**src/rtl/core/awsp_pkg.sv**
```systemverilog
// Shared constants, types and table helpers for the ADC window statistics block.
`timescale 1ns / 1ps
package awsp_pkg;

    localparam int MAX_WINDOW_DEF  = 1024;
    localparam int SAMPLE_BITS_DEF = 12;
    localparam int TRIG_DEPTH_DEF  = 1024;

    localparam int CFG_W       = 11;
    localparam logic [CFG_W-1:0] CFG_RESET = 11'd400;

    localparam int CORDIC_STEPS = 30;
    localparam longint CORDIC_GAIN = 64'sd652032874;

    // Arctangent of 2^-i in units of 2pi/2^32.
    localparam logic [31:0] ATAN_UNITS [CORDIC_STEPS] = '{
        32'd536870912, 32'd316933406, 32'd167458907, 32'd85004756, 32'd42667331,
        32'd21354465,  32'd10679838,  32'd5340245,   32'd2670163,  32'd1335087,
        32'd667544,    32'd333772,    32'd166886,    32'd83443,    32'd41722,
        32'd20861,     32'd10430,     32'd5215,      32'd2608,     32'd1304,
        32'd652,       32'd326,       32'd163,       32'd81,       32'd41,
        32'd20,        32'd10,        32'd5,         32'd3,        32'd1
    };

    typedef logic [1:0] t_div_op;
    localparam t_div_op DIV_IDX  = 2'd0;
    localparam t_div_op DIV_MOD  = 2'd1;
    localparam t_div_op DIV_MEAN = 2'd2;
    localparam t_div_op DIV_VAR  = 2'd3;

    typedef struct packed {
        logic    load;
        logic    div_start;
        t_div_op div_op;
        logic    take_sin;
        logic    take_cos;
        logic    mul;
        logic    acc;
        logic    mul_sq;
        logic    mul_num;
        logic    mean_take;
        logic    sqrt_start;
        logic    cord_load;
        logic    norm_step;
        logic    cord_flip;
        logic    cord_step;
        logic    out_load;
    } t_cmd;

    typedef struct packed {
        logic div_done;
        logic sqrt_done;
        logic last;
        logic zero_vec;
        logic norm_done;
        logic cord_last;
        logic out_valid;
    } t_stat;

    function automatic int f_max(input int a, input int b);
        return (a > b) ? a : b;
    endfunction

    // One quarter-wave sine entry in Q1.15 from a rotation CORDIC; z is the angle
    // in units of 2pi/2^32.
    function automatic logic [16:0] f_quarter_entry(input longint z_in);
        longint x;
        longint y;
        longint z;
        longint dx;
        longint dy;
        longint r;
        x = CORDIC_GAIN;
        y = 0;
        z = z_in;
        for (int i = 0; i < CORDIC_STEPS; i++) begin
            dx = x >>> i;
            dy = y >>> i;
            if (z >= 0) begin
                x = x - dy;
                y = y + dx;
                z = z - longint'({32'd0, ATAN_UNITS[i]});
            end else begin
                x = x + dy;
                y = y - dx;
                z = z + longint'({32'd0, ATAN_UNITS[i]});
            end
        end
        r = (y + (longint'(1) <<< 14)) >>> 15;
        if (r < 0) begin
            r = 0;
        end
        if (r > 32768) begin
            r = 32768;
        end
        return r[16:0];
    endfunction

endpackage

```
**src/rtl/core/awsp_ctrl.sv**
```systemverilog
// Sequencer for per-word accumulation and the end-of-window result computation.
`timescale 1ns / 1ps
module awsp_ctrl
    import awsp_pkg::*;
(
    input  logic  i_clk,
    input  logic  i_rst_n,
    input  logic  i_valid,
    input  logic  i_stall,
    input  t_stat i_stat,
    output t_cmd  o_cmd,
    output logic  o_stall
);

    localparam logic [3:0] ST_IDLE  = 4'd0;
    localparam logic [3:0] ST_PDIV  = 4'd1;
    localparam logic [3:0] ST_PMOD  = 4'd2;
    localparam logic [3:0] ST_SIN   = 4'd3;
    localparam logic [3:0] ST_COS   = 4'd4;
    localparam logic [3:0] ST_MUL   = 4'd5;
    localparam logic [3:0] ST_ACC   = 4'd6;
    localparam logic [3:0] ST_MEAN  = 4'd7;
    localparam logic [3:0] ST_NUM   = 4'd8;
    localparam logic [3:0] ST_WMEAN = 4'd9;
    localparam logic [3:0] ST_VAR   = 4'd10;
    localparam logic [3:0] ST_WVAR  = 4'd11;
    localparam logic [3:0] ST_SQRT  = 4'd12;
    localparam logic [3:0] ST_NORM  = 4'd13;
    localparam logic [3:0] ST_ROT   = 4'd14;
    localparam logic [3:0] ST_LOAD  = 4'd15;

    logic [3:0] r_state;
    logic [3:0] n_state;

    always_ff @(posedge i_clk) begin
        if (!i_rst_n) begin
            r_state <= ST_IDLE;
        end else begin
            r_state <= n_state;
        end
    end

    always_comb begin
        n_state = r_state;
        o_cmd   = '0;
        unique case (r_state)
            ST_IDLE: begin
                if (i_valid) begin
                    o_cmd.load      = 1'b1;
                    o_cmd.div_start = 1'b1;
                    o_cmd.div_op    = DIV_MOD;
                    n_state         = ST_PMOD;
                end
            end
            ST_PMOD: begin
                if (i_stat.div_done) begin
                    o_cmd.div_start = 1'b1;
                    o_cmd.div_op    = DIV_IDX;
                    n_state         = ST_PDIV;
                end
            end
            ST_PDIV: begin
                if (i_stat.div_done) begin
                    n_state = ST_SIN;
                end
            end
            ST_SIN: begin
                o_cmd.take_sin = 1'b1;
                n_state        = ST_COS;
            end
            ST_COS: begin
                o_cmd.take_cos = 1'b1;
                n_state        = ST_MUL;
            end
            ST_MUL: begin
                o_cmd.mul = 1'b1;
                n_state   = ST_ACC;
            end
            ST_ACC: begin
                o_cmd.acc = 1'b1;
                n_state   = i_stat.last ? ST_MEAN : ST_IDLE;
            end
            ST_MEAN: begin
                o_cmd.div_start = 1'b1;
                o_cmd.div_op    = DIV_MEAN;
                o_cmd.mul_sq    = 1'b1;
                n_state         = ST_NUM;
            end
            ST_NUM: begin
                o_cmd.mul_num = 1'b1;
                n_state       = ST_WMEAN;
            end
            ST_WMEAN: begin
                if (i_stat.div_done) begin
                    o_cmd.mean_take = 1'b1;
                    n_state         = ST_VAR;
                end
            end
            ST_VAR: begin
                o_cmd.div_start = 1'b1;
                o_cmd.div_op    = DIV_VAR;
                n_state         = ST_WVAR;
            end
            ST_WVAR: begin
                if (i_stat.div_done) begin
                    o_cmd.sqrt_start = 1'b1;
                    n_state          = ST_SQRT;
                end
            end
            ST_SQRT: begin
                if (i_stat.sqrt_done) begin
                    o_cmd.cord_load = 1'b1;
                    n_state         = ST_NORM;
                end
            end
            ST_NORM: begin
                if (i_stat.zero_vec) begin
                    n_state = ST_LOAD;
                end else if (i_stat.norm_done) begin
                    o_cmd.cord_flip = 1'b1;
                    n_state         = ST_ROT;
                end else begin
                    o_cmd.norm_step = 1'b1;
                end
            end
            ST_ROT: begin
                o_cmd.cord_step = 1'b1;
                if (i_stat.cord_last) begin
                    n_state = ST_LOAD;
                end
            end
            ST_LOAD: begin
                if (!i_stat.out_valid || !i_stall) begin
                    o_cmd.out_load = 1'b1;
                    n_state        = ST_IDLE;
                end
            end
            default: begin
                n_state = ST_IDLE;
            end
        endcase
    end

    assign o_stall = (r_state != ST_IDLE);

endmodule

```
**config.mk**
```make
export PLATFORM = sky130hd
export DESIGN_NAME = awsp_ctrl
export DESIGN_NICKNAME = d
export VERILOG_FILES = /design/src/rtl/core/awsp_pkg.sv /design/src/rtl/core/awsp_ctrl.sv
export SDC_FILE = /design/constraint.sdc
export NUM_CORES = 1
export LEC_CHECK = 0
export BUFFER_PORTS_ARGS = -buffer_cell sky130_fd_sc_hd__buf_4
export CORE_AREA = 2 2 39 41
export DETAILED_ROUTE_END_ITERATION = 10
export DIE_AREA = 0 0 41 43
export PLACE_DENSITY_LB_ADDON = 0.08
export SYNTH_ARGS = -nofsm -noshare
export SYNTH_HDL_FRONTEND = slang
export SYNTH_SLANG_ARGS = --single-unit
export TNS_END_PERCENT = 50
```
**constraint.sdc**
```tcl
create_clock -name i_clk -period 4.15 [get_ports i_clk]
set_input_delay 1.245 -clock i_clk [delete_from_list [all_inputs] [get_ports i_clk]]
set_output_delay 1.245 -clock i_clk [all_outputs]
set_load 0.01 [all_outputs]
```
==> results.txt <==
The post-synthesis average cell area came out at 7.042 um^2. Per report_power, the clock group accounts for 17.4% of the total. The count of warnings emitted by yosys came out at 0. The highest achievable clock rate is 300.3 MHz. Summing the sequential cell areas from Yosys gives 14.58% of the chip area. The wire length on met2 came out at 657 um. The number of fillers in the final layout came out at 143. Clock tree synthesis selected as its root buffer the cell sky130_fd_sc_hd__clkbuf_4. The synthesized netlist cell count is 78. In the layout the commonest cells are 28 x sky130_fd_sc_hd__buf_4, 11 x sky130_fd_sc_hd__nor2_1, 7 x sky130_fd_sc_hd__nand2_1. The largest registers in the layout are r_state: 4 flops. The share of power burned in registers is 31.3%. The final antenna-violating net count came out at 0. The number of DRC markers in iteration 0 came out at 10. The core region area is 1384 um^2. The die covers 1763 um^2. The final number of hold-violating endpoints is 0.

The minimum clock period is 3.330 ns. The required time at the worst-slack endpoint is 2.90 ns. The run finished with clean final reports. Entering global routing, the biggest net connects 21 pins. The routed design has 1.423 mm of wire. The initial antenna violation count came to 0.

The number of flops mapped to enable cells by yosys is 0. Setup repair after global routing left no endpoint under its margin. The detailed-route vias per instance is 5.513.

The total area of multi-input combinational cells is 415.4 um^2. The first global-routing pass estimated 2.235 mm of wire. The netlist area before placement is 549.3 um^2.

The wire length the detailed router placed on met1 came out at 675 um. The internal power component came out at 0.1575 mW. The CTS tree is done.

Wire segments on met3 add up to 90 um in the final route. Ranked by flip-flop count, first place goes to r_state. The total setup buffers inserted after CTS came out at 0. Power spread over the standard cell area amounts to 371.4 nW/um^2. The signed area change from the synthesized netlist to the final layout came out at 37.59%. The share of total power in combinational logic came out at 51.4%. The max-cap check violation count came out at 0.

The net count after synthesis is 89. The path class of the lowest-slack min-delay path is register to register. The worst slack after detailed placement came out at 0.8213 ns. The number of synthesized register bits is 4. Among all flip-flop cells after synthesis, the most frequent one is sky130_fd_sc_hd__dfxtp_1. The total number of placement rows is 14.

The fraction of the cycle the final worst path needs came out at 80.25%. The post-synthesis cell type count came out at 35. Counting flops with an async set or reset pin after synthesis yields a share of 0%. The die width is 41 um. The data arrival time of the critical path came out at 2.09 ns. The count of boundary I/O pins came out at 29. The fraction of power spent switching nets came out at 43.88%.

The clock transition at the registers of the reported paths came out at 0.04 ns. The most common cell after layout, fill and taps aside is sky130_fd_sc_hd__buf_4. The wire length per cell after detailed routing is 12.16 um.

The worst-case clock skew came out at 0.00003675 ns. The sequential cell area is 80.08 um^2. The number of clock buffers added by TritonCTS is 3. The switching power summed over all nets is 0.1232 mW. The least setup slack across all paths after layout is 0.8198 ns. The endpoint type of the worst setup path is a primary output. The number of sinks on the clock net came out at 4. The proportion of layout cells with a drive suffix above 1 is 36.63%. The number of hold buffers added after CTS was 0. The post-cts gate resize count is 0. At the end of the flow, the number of nets in the layout was 114.

The number of DRC violations after detailed routing came out at 0. The highest layer touched by signal routing is met3. The starting density of the core came out at 39.69%. The flip-flop count of the largest register after layout came out at 4. The number of port buffers is 28. The remaining max-slew budget at the tightest pin came out at 52.45%. The maximum clock path buffer count is 2.

The via total after detailed routing came out at 645. The setup-violating endpoint count in the final report is 0. 0 antenna diodes ended up in the layout. The peak supply drop is 0.1551 mV. The number of global-route vias before repair is 544. The insertion delay of the later-clocked pin in the worst-skew pair came out at 0.23 ns.

The overflow left after global routing came out at 0. The placed wire-length estimate came out at 996.6 um. For the pin with the worst max-slew slack, the measured transition is 0.7122 ns. The critical path is of the input pin to primary output type.

The aggregate negative setup slack is 0 ns. The total global routing track utilization came out at 17.43%. In this run the worst path has a maximum fanout of 4.

The final count of pins violating max slew is 0. The final standard cell utilization of the core is 54.61%. STA classifies the critical path startpoint as an input pin. In this run the vertical extent of the chip is 43 um.

The depth of the CTS H-tree is 1. The final weighted congestion in routability-driven placement is 0.7180. The leakage power total is 0.3134 nW. The first-pass iteration count of the detailed router came out at 2.
per-stage QoR:
stage | hold slack, ns | area (um^2) | std cells | total power [mW]
6_report | 0.7397 | 755.7 | 117 | 0.2807
5_1_grt | 0.7964 | 755.7 | 117 | 0.3070
4_1_cts | 0.7376 | 755.7 | 117 | 0.2836
3_5_place_dp | 0.7317 | 733.2 | 114 | 0.2330
3_3_place_gp | 0.7204 | 733.2 | 114 | 0.2304
2_1_floorplan | 0.6796 | 549.3 | 78 | 0.1846
layer usage:
| layer | vias to the layer above | track usage, % |
|---|---|---|
| met3 | 0 | 5.236 |
| met5 | - | 0 |
| met4 | 0 | 2.000 |
| met2 | 16 | 27.19 |
| met1 | 299 | 23.64 |
| li1 | 330 | - |
synthesized netlist by cell type, types with 3 or more instances:
cell type,count,area (um^2)
sky130_fd_sc_hd__nor2_1,11,41.29
sky130_fd_sc_hd__nand2_1,7,26.28
sky130_fd_sc_hd__a21oi_1,5,25.02
sky130_fd_sc_hd__buf_2,4,20.02
sky130_fd_sc_hd__dfxtp_1,4,80.08
sky130_fd_sc_hd__nor3_1,4,20.02
sky130_fd_sc_hd__o21ai_0,4,20.02
sky130_fd_sc_hd__nor3b_1,3,22.52
cells by family after synthesis:
| kind of cell | share of synthesized area [%] |
|---|---|
| compound gates | 22.10 |
| xor+xnor | 1.595 |
| buf+inv | 9.797 |
| flops | 14.58 |
| mux | 3.645 |
| simple gates | 48.30 |
layout make-up:
class	count	share of cell area, %
sequential	4	10.60
multi-input combinational	64	54.97
inverter	2	0.9934
clock buffer	3	2.980
timing repair buffer	28	27.81
tap	16	2.649
path summary, 6_finish.rpt:
| path | endpoint | cells past startpoint | start | slack, ns |
|---|---|---|---|---|
| max reg2reg | r_state[2]$_SDFFE_PN0P_ | 5 | r_state[3]$_SDFFE_PN0P_ | 2.35 |
| max | o_cmd[13] | 4 | i_valid | 0.82 |
| min reg2reg | r_state[0]$_SDFFE_PN0P_ | 2 | r_state[0]$_SDFFE_PN0P_ | 0.74 |
| min | r_state[0]$_SDFFE_PN0P_ | 2 | r_state[0]$_SDFFE_PN0P_ | 0.74 |
worst max-delay path: stages:
cell and delay (ns):
sky130_fd_sc_hd__buf_4 0.09, sky130_fd_sc_hd__or3b_2 0.43, sky130_fd_sc_hd__a21boi_0 0.18, sky130_fd_sc_hd__buf_4 0.14
power by group through the flow:
stage / clock [mW] / sequential (mW) / combinational, mW
4_1_cts: 0.0500 / 0.0879 / 0.146
5_1_grt: 0.0543 / 0.0922 / 0.161
3_5_place_dp: 0 / 0.0880 / 0.145
2_1_floorplan: 0 / 0.0494 / 0.135
3_3_place_gp: 0 / 0.0865 / 0.144
6_report: 0.0487 / 0.0877 / 0.144
Power figures use the tool's default switching activity.
